**src/simple_machine_instruction_execute_macros.svh**
```systemverilog
// assertion macros for the instruction execute block
`ifndef SIMPLE_MACHINE_INSTRUCTION_EXECUTE_MACROS_SVH
`define SIMPLE_MACHINE_INSTRUCTION_EXECUTE_MACROS_SVH

// same-cycle implication, off while in reset
`define SMIE_ASSERT_NOW(label, ante, cons, msg) \
    label: assert property (@(posedge aclk) disable iff (!aresetn) (ante) |-> (cons)) \
        else $error(msg);

// next-cycle implication, off while in reset
`define SMIE_ASSERT_NEXT(label, ante, cons, msg) \
    label: assert property (@(posedge aclk) disable iff (!aresetn) (ante) |=> (cons)) \
        else $error(msg);

`endif

```
**src/smie_pkg.sv**
```systemverilog
// shared types and constants for the instruction execute block
package smie_pkg;

    localparam int NUM_REGS  = 16;
    localparam int MEM_BYTES = 256;
    localparam int RA_W      = $clog2(NUM_REGS);
    localparam int MA_W      = $clog2(MEM_BYTES);
    localparam int IN_W      = 16;
    localparam int OUT_W     = 40;

    localparam logic [3:0] OP_LOAD_MEM = 4'h1;
    localparam logic [3:0] OP_LOAD_IMM = 4'h2;
    localparam logic [3:0] OP_STORE    = 4'h3;
    localparam logic [3:0] OP_MOVE     = 4'h4;
    localparam logic [3:0] OP_ADD      = 4'h5;
    localparam logic [3:0] OP_OR       = 4'h7;
    localparam logic [3:0] OP_AND      = 4'h8;
    localparam logic [3:0] OP_XOR      = 4'h9;
    localparam logic [3:0] OP_ROTATE   = 4'hA;
    localparam logic [3:0] OP_JUMP     = 4'hB;

    typedef struct packed {
        logic [3:0] opcode;
        logic [3:0] field_r;
        logic [3:0] field_x;
        logic [3:0] field_y;
    } smie_instr_t;

    typedef struct packed {
        logic            rf_we;
        logic [RA_W-1:0] rf_waddr;
        logic [7:0]      rf_wdata;
        logic            mem_we;
        logic [MA_W-1:0] mem_waddr;
        logic [7:0]      mem_wdata;
    } smie_wb_t;

    typedef struct packed {
        logic [7:0] jump_target;
        logic       jump_taken;
        logic [7:0] mem_write_data;
        logic [7:0] mem_write_addr;
        logic       mem_write_valid;
        logic [7:0] out_value;
        logic       out_valid;
    } smie_res_t;

endpackage

```
**src/smie_regfile.sv**
```systemverilog
// sixteen-entry register file with two registered read ports and write bypass
module smie_regfile (
    input  logic                     aclk,
    input  logic                     aresetn,
    input  logic                     rd_en,
    input  logic [smie_pkg::RA_W-1:0] rd_addr_a,
    input  logic [smie_pkg::RA_W-1:0] rd_addr_b,
    output logic [7:0]               rd_data_a,
    output logic [7:0]               rd_data_b,
    output logic [7:0]               r0_data,
    input  logic                     we,
    input  logic [smie_pkg::RA_W-1:0] waddr,
    input  logic [7:0]               wdata
);
    import smie_pkg::*;

    logic [7:0]          mem_reg [NUM_REGS];
    logic [NUM_REGS-1:0] valid_reg;
    logic [7:0]          r0_reg;
    logic [7:0]          rd_a_reg;
    logic [7:0]          rd_b_reg;

    always_ff @(posedge aclk) begin
        if (we) begin
            mem_reg[waddr] <= wdata;
        end
    end

    always_ff @(posedge aclk) begin
        if (!aresetn) begin
            valid_reg <= '0;
            r0_reg    <= '0;
        end else if (we) begin
            valid_reg[waddr] <= 1'b1;
            if (waddr == '0) begin
                r0_reg <= wdata;
            end
        end
    end

    // a write in the same cycle wins over the stored entry
    always_ff @(posedge aclk) begin
        if (rd_en) begin
            if (we && waddr == rd_addr_a) begin
                rd_a_reg <= wdata;
            end else begin
                rd_a_reg <= valid_reg[rd_addr_a] ? mem_reg[rd_addr_a] : '0;
            end
            if (we && waddr == rd_addr_b) begin
                rd_b_reg <= wdata;
            end else begin
                rd_b_reg <= valid_reg[rd_addr_b] ? mem_reg[rd_addr_b] : '0;
            end
        end
    end

    assign rd_data_a = rd_a_reg;
    assign rd_data_b = rd_b_reg;
    assign r0_data   = r0_reg;

endmodule

```
**src/smie_memory.sv**
```systemverilog
// 256-byte data memory with registered read, per-entry valid bits and write bypass
module smie_memory (
    input  logic                     aclk,
    input  logic                     aresetn,
    input  logic                     rd_en,
    input  logic [smie_pkg::MA_W-1:0] rd_addr,
    output logic [7:0]               rd_data,
    input  logic                     we,
    input  logic [smie_pkg::MA_W-1:0] waddr,
    input  logic [7:0]               wdata
);
    import smie_pkg::*;

    logic [7:0]           mem_reg [MEM_BYTES];
    logic [MEM_BYTES-1:0] valid_reg;
    logic [7:0]           rd_reg;

    always_ff @(posedge aclk) begin
        if (we) begin
            mem_reg[waddr] <= wdata;
        end
    end

    always_ff @(posedge aclk) begin
        if (!aresetn) begin
            valid_reg <= '0;
        end else if (we) begin
            valid_reg[waddr] <= 1'b1;
        end
    end

    always_ff @(posedge aclk) begin
        if (rd_en) begin
            if (we && waddr == rd_addr) begin
                rd_reg <= wdata;
            end else begin
                rd_reg <= valid_reg[rd_addr] ? mem_reg[rd_addr] : '0;
            end
        end
    end

    assign rd_data = rd_reg;

endmodule

```
**src/smie_alu.sv**
```systemverilog
// instruction decode and execute: write-back and result word
module smie_alu (
    input  smie_pkg::smie_instr_t instr,
    input  logic [7:0]            opnd_a,
    input  logic [7:0]            opnd_b,
    input  logic [7:0]            mem_data,
    input  logic [7:0]            r0_data,
    output smie_pkg::smie_wb_t    wb,
    output smie_pkg::smie_res_t   res
);
    import smie_pkg::*;

    logic [7:0]  xy;
    logic [15:0] rot_wide;

    assign xy       = {instr.field_x, instr.field_y};
    assign rot_wide = {opnd_a, opnd_a} >> instr.field_y[2:0];

    always_comb begin
        wb  = '0;
        res = '0;
        wb.rf_waddr = instr.field_r;
        unique case (instr.opcode)
            OP_LOAD_MEM: begin
                wb.rf_we    = 1'b1;
                wb.rf_wdata = mem_data;
            end
            OP_LOAD_IMM: begin
                wb.rf_we    = 1'b1;
                wb.rf_wdata = xy;
            end
            OP_STORE: begin
                if (xy == '0) begin
                    res.out_valid = 1'b1;
                    res.out_value = opnd_a;
                end else begin
                    wb.mem_we           = 1'b1;
                    wb.mem_waddr        = xy;
                    wb.mem_wdata        = opnd_a;
                    res.mem_write_valid = 1'b1;
                    res.mem_write_addr  = xy;
                    res.mem_write_data  = opnd_a;
                end
            end
            OP_MOVE: begin
                wb.rf_we    = 1'b1;
                wb.rf_waddr = instr.field_y;
                wb.rf_wdata = opnd_a;
            end
            OP_ADD: begin
                wb.rf_we    = 1'b1;
                wb.rf_wdata = opnd_a + opnd_b;
            end
            OP_OR: begin
                wb.rf_we    = 1'b1;
                wb.rf_wdata = opnd_a | opnd_b;
            end
            OP_AND: begin
                wb.rf_we    = 1'b1;
                wb.rf_wdata = opnd_a & opnd_b;
            end
            OP_XOR: begin
                wb.rf_we    = 1'b1;
                wb.rf_wdata = opnd_a ^ opnd_b;
            end
            OP_ROTATE: begin
                wb.rf_we    = 1'b1;
                wb.rf_wdata = rot_wide[7:0];
            end
            OP_JUMP: begin
                if (r0_data == opnd_a) begin
                    res.jump_taken  = 1'b1;
                    res.jump_target = xy;
                end
            end
            default: begin
                wb.rf_we = 1'b0;
            end
        endcase
    end

endmodule

```
**src/simple_machine_instruction_execute.sv**
```systemverilog
// top level of the instruction execute block: operand read stage and result register
//
//  channel  dir  word contents (lowest bit up)
//  s_axis   in   opcode, field_r, field_x, field_y
//  m_axis   out  out_valid, out_value, mem_write_valid, mem_write_addr,
//                mem_write_data, jump_taken, jump_target, zero fill
//
// one instruction per cycle unless the output stalls; operand stage, then result register
// operands come from registered reads of the register file and memory, with
// bypass of the write made by the instruction ahead
// reset clears all registers and memory bytes at once through valid bits
// a stalled result register holds the operand stage, which then holds the input
module simple_machine_instruction_execute (
    input  logic                      aclk,
    input  logic                      aresetn,
    input  logic                      s_axis_tvalid,
    output logic                      s_axis_tready,
    input  logic [smie_pkg::IN_W-1:0]  s_axis_tdata,  // opcode, field_r, field_x, field_y
    output logic                      m_axis_tvalid,
    input  logic                      m_axis_tready,
    output logic [smie_pkg::OUT_W-1:0] m_axis_tdata   // out_valid, out_value, mem_write_valid,
                                                      // mem_write_addr, mem_write_data,
                                                      // jump_taken, jump_target, zero fill
);
    import smie_pkg::*;

    `include "simple_machine_instruction_execute_macros.svh"

    smie_instr_t in_instr;
    smie_instr_t s1_instr_reg;
    logic        s1_valid_reg;
    logic        s1_valid_next;
    logic        m_valid_reg;
    logic        m_valid_next;
    smie_res_t   res_reg;
    smie_wb_t    wb;
    smie_res_t   res;
    logic        accept;
    logic        advance;
    logic [3:0]  rd_addr_a;
    logic [7:0]  opnd_a;
    logic [7:0]  opnd_b;
    logic [7:0]  mem_data;
    logic [7:0]  r0_data;

    assign in_instr = '{opcode:  s_axis_tdata[3:0],
                        field_r: s_axis_tdata[7:4],
                        field_x: s_axis_tdata[11:8],
                        field_y: s_axis_tdata[15:12]};

    assign advance       = s1_valid_reg && (!m_valid_reg || m_axis_tready);
    assign s_axis_tready = !s1_valid_reg || advance;
    assign accept        = s_axis_tvalid && s_axis_tready;

    // register R for store, rotate and jump, register X otherwise
    assign rd_addr_a = (in_instr.opcode == OP_STORE || in_instr.opcode == OP_ROTATE ||
                        in_instr.opcode == OP_JUMP) ? in_instr.field_r : in_instr.field_x;

    smie_regfile u_regfile (
        .aclk      (aclk),
        .aresetn   (aresetn),
        .rd_en     (accept),
        .rd_addr_a (rd_addr_a),
        .rd_addr_b (in_instr.field_y),
        .rd_data_a (opnd_a),
        .rd_data_b (opnd_b),
        .r0_data   (r0_data),
        .we        (advance && wb.rf_we),
        .waddr     (wb.rf_waddr),
        .wdata     (wb.rf_wdata)
    );

    smie_memory u_memory (
        .aclk    (aclk),
        .aresetn (aresetn),
        .rd_en   (accept),
        .rd_addr ({in_instr.field_x, in_instr.field_y}),
        .rd_data (mem_data),
        .we      (advance && wb.mem_we),
        .waddr   (wb.mem_waddr),
        .wdata   (wb.mem_wdata)
    );

    smie_alu u_alu (
        .instr    (s1_instr_reg),
        .opnd_a   (opnd_a),
        .opnd_b   (opnd_b),
        .mem_data (mem_data),
        .r0_data  (r0_data),
        .wb       (wb),
        .res      (res)
    );

    always_comb begin
        s1_valid_next = accept || (s1_valid_reg && !advance);
        m_valid_next  = advance || (m_valid_reg && !m_axis_tready);
    end

    always_ff @(posedge aclk) begin
        if (!aresetn) begin
            s1_valid_reg <= 1'b0;
            m_valid_reg  <= 1'b0;
        end else begin
            s1_valid_reg <= s1_valid_next;
            m_valid_reg  <= m_valid_next;
        end
    end

    always_ff @(posedge aclk) begin
        if (accept) begin
            s1_instr_reg <= in_instr;
        end
        if (advance) begin
            res_reg <= res;
        end
    end

    assign m_axis_tvalid = m_valid_reg;
    assign m_axis_tdata  = {{(OUT_W - $bits(smie_res_t)){1'b0}}, res_reg};

    `SMIE_ASSERT_NOW(a_port_or_mem, m_valid_reg,
        !(res_reg.out_valid && res_reg.mem_write_valid), "port send and memory write together")
    `SMIE_ASSERT_NOW(a_mem_addr_nonzero, m_valid_reg && res_reg.mem_write_valid,
        res_reg.mem_write_addr != '0, "memory write at address zero")
    `SMIE_ASSERT_NOW(a_hold_on_stall, s1_valid_reg && m_valid_reg && !m_axis_tready,
        !s_axis_tready, "input taken while operand stage is held")
    `SMIE_ASSERT_NEXT(a_result_follows, advance, m_valid_reg, "result lost after advance")

endmodule

```
**config.mk**
```make
export PLATFORM = sky130hd
export DESIGN_NAME = simple_machine_instruction_execute
export DESIGN_NICKNAME = d
export VERILOG_FILES = /design/src/smie_pkg.sv /design/src/smie_regfile.sv /design/src/smie_memory.sv /design/src/smie_alu.sv /design/src/simple_machine_instruction_execute.sv
export VERILOG_INCLUDE_DIRS = /design/src /design/src/src
export SDC_FILE = /design/constraint.sdc
export NUM_CORES = 2
export LEC_CHECK = 0
export BUFFER_PORTS_ARGS = -buffer_cell sky130_fd_sc_hd__buf_4
export CAP_MARGIN = 10
export CORE_ASPECT_RATIO = 0.7
export CORE_MARGIN = 2
export CORE_UTILIZATION = 45
export DETAILED_ROUTE_END_ITERATION = 6
export GPL_ROUTABILITY_DRIVEN = 0
export PLACE_DENSITY = 0.68
export SYNTH_ARGS = -nofsm -noshare
export SYNTH_HDL_FRONTEND = slang
export SYNTH_SLANG_ARGS = --single-unit
export TNS_END_PERCENT = 5
```
**constraint.sdc**
```tcl
create_clock -name aclk -period 15.6 [get_ports aclk]
set_input_delay 2.34 -clock aclk [delete_from_list [all_inputs] [get_ports aclk]]
set_output_delay 2.34 -clock aclk [all_outputs]
set_load 0.01 [all_outputs]
```
Word-level counts from Yosys, hierarchy flattened
Memory sizes are Yosys's and may differ from the RTL's.
Index checks and enable logic that the tools add are counted.
W data, S select, Z words.
{"block": "classes", "addsub": 1, "order_cmp": 7, "eq_ne": 17, "shifts": 1, "muxes": 29, "bitwise_logic": 6, "reduce_logical": 28}
{"op": "$or A256 B256 Y256", "count": 1}
{"op": "$pmux W8 S8", "count": 1}
{"op": "$mux W8", "count": 6}
{"op": "$mux W17", "count": 2}
{"op": "$eq A4 B4 Y1 const B", "count": 6}
{"op": "$lt A8 B9 Y1 const B", "count": 2}
{"op": "$eq A8 B8 Y1", "count": 2}
{"op": "$or A16 B16 Y16", "count": 1}
{"op": "$shr A16 B3 Y8", "count": 1}
{"op": "$lt A4 B5 Y1 const B", "count": 3}
{"op": "$mux W1", "count": 13}
{"op": "$eq A4 B2 Y1 const B", "count": 3}
{"op": "$eq A4 B3 Y1 const B", "count": 3}
{"op": "$logic_and A1 B1 Y1", "count": 11}
{"op": "$add A8 B8 Y8", "count": 1}
{"op": "$and A8 B8 Y8", "count": 1}
{"op": "$bmux W1 S4", "count": 2}
{"op": "$bmux W1 S8", "count": 1}
{"op": "$demux W1 S8", "count": 1}
{"op": "$eq A4 B4 Y1", "count": 2}
{"op": "$ge A8 B1 Y1 const B", "count": 1}
{"op": "$logic_not A8 Y1", "count": 1}
{"op": "$mux W4", "count": 2}
{"op": "$or A8 B8 Y8", "count": 1}
{"op": "11 further kinds", "count": 21}
{"block": "totals", "ff_bits": 357, "ramBits": 2176, "input_bits": 20, "output_inout_bits": 42, "elab_cells": 110, "mem_count": 2}
{"name": "u_memory.mem_reg", "depth": 256, "word_bits": 8, "rd": 1, "rd_clocked_by_memory_dff": 0, "write_ports": 1, "line_no": "smie_memory.sv:14", "rtl": "logic [7:0] mem_reg [MEM_BYTES];"}
{"name": "u_regfile.mem_reg", "depth": 16, "word_bits": 8, "rd": 2, "rd_clocked_by_memory_dff": 0, "write_ports": 1, "line_no": "smie_regfile.sv:17", "rtl": "logic [7:0] mem_reg [NUM_REGS];"}

Logic depth before layout (Yosys ltp)
{"block": "logic_depth", "depth_word": 8, "depth_mapped": 13, "mapped_depth_nobuf": 10}

Hierarchy
Synthesis repeated with hierarchy kept, for this count alone.
{"block": "unflattened", "hier_cells": 5308, "hier_area_um2": 100647.8}
{"mod": "smie_memory", "instances": 1, "cells_per_inst": 4519, "area_per_inst_um2": 89265.6, "seq_area_each_um2": 66864.1}
{"mod": "smie_regfile", "instances": 1, "cells_per_inst": 451, "area_per_inst_um2": 7729.9, "seq_area_each_um2": 4804.6}
{"mod": "smie_alu", "instances": 1, "cells_per_inst": 263, "area_per_inst_um2": 1909.3, "seq_area_each_um2": 0.0}
{"mod": "simple_machine_instruction_execute", "instances": 1, "cells_per_inst": 75, "area_per_inst_um2": 1742.9, "seq_area_each_um2": 1571.5}

Worst setup path after synthesis
No wires, ideal clock.
{"block": "synth_timing", "path_type": "register -> register", "from": "register s1_instr_reg[3] (netlist name)", "to": "memory u_memory.mem_reg[0][7] (data pin)", "setup_ps": 1399, "arrival_time_ps": 7233, "required_ps": 14201, "slack_ps": 6968, "stages_incl_launch_ff": 7, "path_buffers": 2, "synth_period_minus_slack_ps": 8632, "cell_sequence": "edfxtp_1 clkbuf_1 nor4_1 nand2_1 nand2_2 clkbuf_1 nor2_1"}
{"item": "start: declaration", "line_no": "simple_machine_instruction_execute.sv:30", "rtl": "smie_instr_t s1_instr_reg;"}
{"item": "start signal: assignment", "line_no": "simple_machine_instruction_execute.sv:111", "rtl": "s1_instr_reg <= in_instr;"}
{"item": "end: declaration", "line_no": "smie_memory.sv:14"}

Worst setup path in the final report
{"block": "layout_timing", "from": "input s_axis_tdata[12] (netlist name)", "to": "register u_memory.rd_reg[6] (netlist: u_memory.rd_data[6]) (data pin)"}
{"block": "layout_between", "elab_chain_cells": 4, "word_cells_on_any_way": 7, "classes_between": "eq/ne (1); mux (4); reduce/logical (1); memory (1)"}
{"item": "start: declaration", "line_no": "simple_machine_instruction_execute.sv:18", "rtl": "input logic [smie_pkg::IN_W-1:0] s_axis_tdata,"}
{"item": "$bmux W1 S8", "line_no": "smie_memory.sv:37", "rtl": "rd_reg <= valid_reg[rd_addr] ? mem_reg[rd_addr] : '0;"}
{"item": "$mux W1 (not written as such)", "line_no": "smie_memory.sv:37"}
{"item": "$mux W8", "line_no": "smie_memory.sv:37"}
{"item": "$mux W8 *", "line_no": "smie_memory.sv:34", "rtl": "if (we && waddr == rd_addr) begin"}
{"item": "end signal: assignment", "line_no": "smie_memory.sv:35", "rtl": "rd_reg <= wdata;"}
{"item": "end signal: assignment", "line_no": "smie_memory.sv:37"}
{"item": "end: declaration", "line_no": "smie_memory.sv:16", "rtl": "logic [7:0] rd_reg;"}
Every way passes the cells marked *; elsewhere a longest branch is shown, timed or not. The select of a mux whose other input is x is not followed.
A chain may end at the register's enable or synchronous reset.

==> impl_metrics.csv <==
group,metric,value,unit
run,drv_cap,0,
sta,tightest_slew,1290,ps
hold_path,min_path_type,"reg -> reg",
detailed_routing,wirelength,259000,um
detailed_routing,drc,0,
detailed_routing,wl_per_cell,30.6,um
synthesis,synth_area_per_cell,19.0,um^2
clocking,clock_sinks,2533,
die,initial_core_util,0.453,
clocking,cts_tree,"done",
synthesis,synth_ff_type,"edfxtp_1",
clocking,cts-resized-gates,0,
sta,slew_viol_final,0,
synthesis,synth_cell_type_count,74,
sta,hold_viol_final,0,
synthesis,syn_inst,5265,
synthesis,synth-seq-cells,2533,
critical_path,path_common_cell,"buf_4",
synthesis,seq_area_frac_synth,0.734,
sta,setup_viol,0,
die,fp.coreArea,0.220,mm^2
sta,finalCritPeriodShare,0.422,
power,leakage,39.0,nW
grt,grt_pass1_wl,370000,um
final_layout,drive_above_1_share,0.205,
critical_path,critPathKind,"in -> reg",
sta,period_needed,6580,ps
synthesis,yosysWarningCount,0,
critical_path,worst_ep_required_time,16220,ps
die,row_count,144,
clocking,cts_root_buffer,"clkbuf_16",
critical_path,slowest_stage,"buf_4",
clocking,clkTransAtPathRegs,70,ps
detailed_routing,viasPerCell,6.26,
outcome,outcome,"complete, no violations",
clocking,clk_latency,890,ps
detailed_routing,dr.pass1.iters,6,
sta,skew,71.7,ps
critical_path,crit_chain,"buf_8 > buf_4 > buf_4 > buf_4 > mux4_2 > mux2i_1 > a32oi_1 > a31oi_1 > a21oi_1 > o21bai_2 > o21ai_1",
final_layout,fin_nets,5382,
grt,grtUsageMet3,0.0613,
detailed_routing,drtIter0Drc,7912,
placed_design,io_buffers,56,
critical_path,critPathMaxFanout,49,
die,die_x,567,um
clocking,h-tree-depth,4,
synthesis,synthArstFlopShare,0,
critical_path,worstPathArrival,7200,ps
grt,grt_overflow_total,0,
placed_design,dpl.hpwl,155000,um
detailed_routing,detail-route-antenna-nets,0,
final_layout,fin_util,0.502,
critical_path,max_stage_delay,900,ps
grt,grt_use_met1,0.345,
grt,track_usage,0.226,
clocking,postCtsHoldBufs,0,
grt,antenna_found_initial,6,
die,dieArea,0.226,mm^2
final_layout,largest_reg_flops,2048,
clocking,post_cts.repair.setup_buffers,0,
clocking,numCtsBuffers,227,
sta,fmax,152,MHz
synthesis,syn_area,0.0998,mm^2
sta,setup_tns,0,ps
power,p_per_area,120,mW/mm^2
critical_path,start_kind,"primary input",
grt,grt_pass1_vias,50554,
detailed_routing,via_count,52889,
sta,slew_headroom,0.138,
grt,grt_max_degree,222,
final_layout,syn_to_final_growth,10.7,%
power,vdd_drop_max,0.0000975,V
sta,rsz0062_at_grt,"no",
grt,grt_busiest_layer,"met1",
clocking,cts_max_path_buffers,4,
die,die_h,398,um
synthesis,synth_edf_count,2251,
die,io_pins,62,
critical_path,crit_path_end_kind,"flip-flop",
grt,grtUsageMet2,0.318,
==> power breakdown <==
part | switching [W] | internal (W)
logic | 0.000357 | 0.000184
registers | 0.0000171 | 0.00732
clock network | 0.00244 | 0.00298
==> cell usage in the layout, fill, tap and decap left out, types with 30 or more instances in the layout <==
| cell type | count |
|---|---|
| clkbuf_8 | 31 |
| inv_1 | 33 |
| clkinv_1 | 30 |
| a21oi_1 | 44 |
| dfxtp_1 | 282 |
| nand3_1 | 58 |
| nand2_1 | 145 |
| clkbuf_1 | 65 |
| o22ai_1 | 103 |
| buf_4 | 165 |
| a22oi_1 | 122 |
| clkbuf_16 | 236 |
| a211oi_1 | 94 |
| clkinv_2 | 42 |
| mux2i_1 | 273 |
| o21a_1 | 273 |
| edfxtp_1 | 2251 |
| nor2_1 | 323 |
| mux4_2 | 568 |
| o21ai_0 | 42 |
==> worst max-delay path, delay by kind of cell <==
| family | cells | cell delay (ps) |
|---|---|---|
| buf+inv | 4 | 2800 |
| mux | 2 | 760 |
| compound gates | 5 | 1180 |
==> metal layers <==
metal  vias to the layer above  part of all wire
li1                      21601                 -
met1                     27878              0.42
met2                      3010              0.43
met3                       398              0.12
met4                         2             0.029
met5                         -          0.000050
==> path summary, 6_finish.rpt <==
check / from / to / slack (ps) / cells past startpoint
setup / recovery: s_axis_tdata[12] / u_memory.rd_data[6] / 9020 / 11
hold / removal: u_memory.valid_reg[5] / u_memory.valid_reg[5] / 460 / 1
setup reg to reg: s1_instr_reg[12] / u_memory.mem_reg[104][2] / 10300 / 6
hold reg to reg: u_memory.valid_reg[5] / u_memory.valid_reg[5] / 460 / 1
==> layout make-up <==
| type | instances | area [um^2] |
|---|---|---|
| fill | 17408 | 110000 |
| sequential | 2533 | 73200 |
| multi-input combinational | 2370 | 24900 |
| clock buffer | 332 | 6580 |
| tap | 2920 | 3650 |
| timing repair buffer | 175 | 1410 |
| clock inverter | 85 | 548 |
| inverter | 38 | 143 |
| antenna | 1 | 2.50 |
==> logic make-up after synthesis <==
kind of cell,count (synthesis),share of synthesized area
and+or+nand+nor,669,0.0294
AOI/OAI and AO/OA,778,0.0552
xor gates and xnor gates,27,0.00237
other,1,0.0000376
buffers and inverters,374,0.0186
muxes,866,0.159
adders and majority gates,17,0.00221
DFF,2533,0.734
==> cells in the mapped netlist, types with 26 or more instances <==
| library cell | count | share of area |
|---|---|---|
| clkbuf_1 | 148 | 0.0056 |
| buf_2 | 100 | 0.0050 |
| o21ai_0 | 42 | 0.0021 |
| a21oi_1 | 44 | 0.0022 |
| nand4_1 | 28 | 0.0018 |
| nand3_1 | 64 | 0.0032 |
| mux4_2 | 568 | 0.13 |
| mux2i_1 | 275 | 0.028 |
| buf_4 | 66 | 0.0050 |
| o22ai_1 | 103 | 0.0065 |
| a22oi_1 | 122 | 0.0092 |
| o21ai_1 | 26 | 0.0013 |
| dfxtp_1 | 282 | 0.057 |
| nand2_1 | 146 | 0.0055 |
| nor2_1 | 334 | 0.013 |
| edfxtp_1 | 2251 | 0.68 |
| inv_1 | 35 | 0.0013 |
| a211oi_1 | 99 | 0.0074 |
| o21a_1 | 273 | 0.021 |
==> through the flow <==
| stage | setup slack [ps] | area [um^2] | instances | power, W | hold slack, ps |
|---|---|---|---|---|---|
| floorplan | 6970 | 99900 | 5277 | 0.00783 | 429 |
| global placement | 8030 | 103000 | 8034 | 0.00801 | 440 |
| detailed placement | 8010 | 103000 | 8034 | 0.00802 | 447 |
| CTS | 8950 | 110000 | 8451 | 0.0133 | 462 |
| global route | 8580 | 111000 | 8453 | 0.0136 | 474 |
| finish | 9020 | 111000 | 8454 | 0.0133 | 462 |
(Power assumes the default switching activity.)
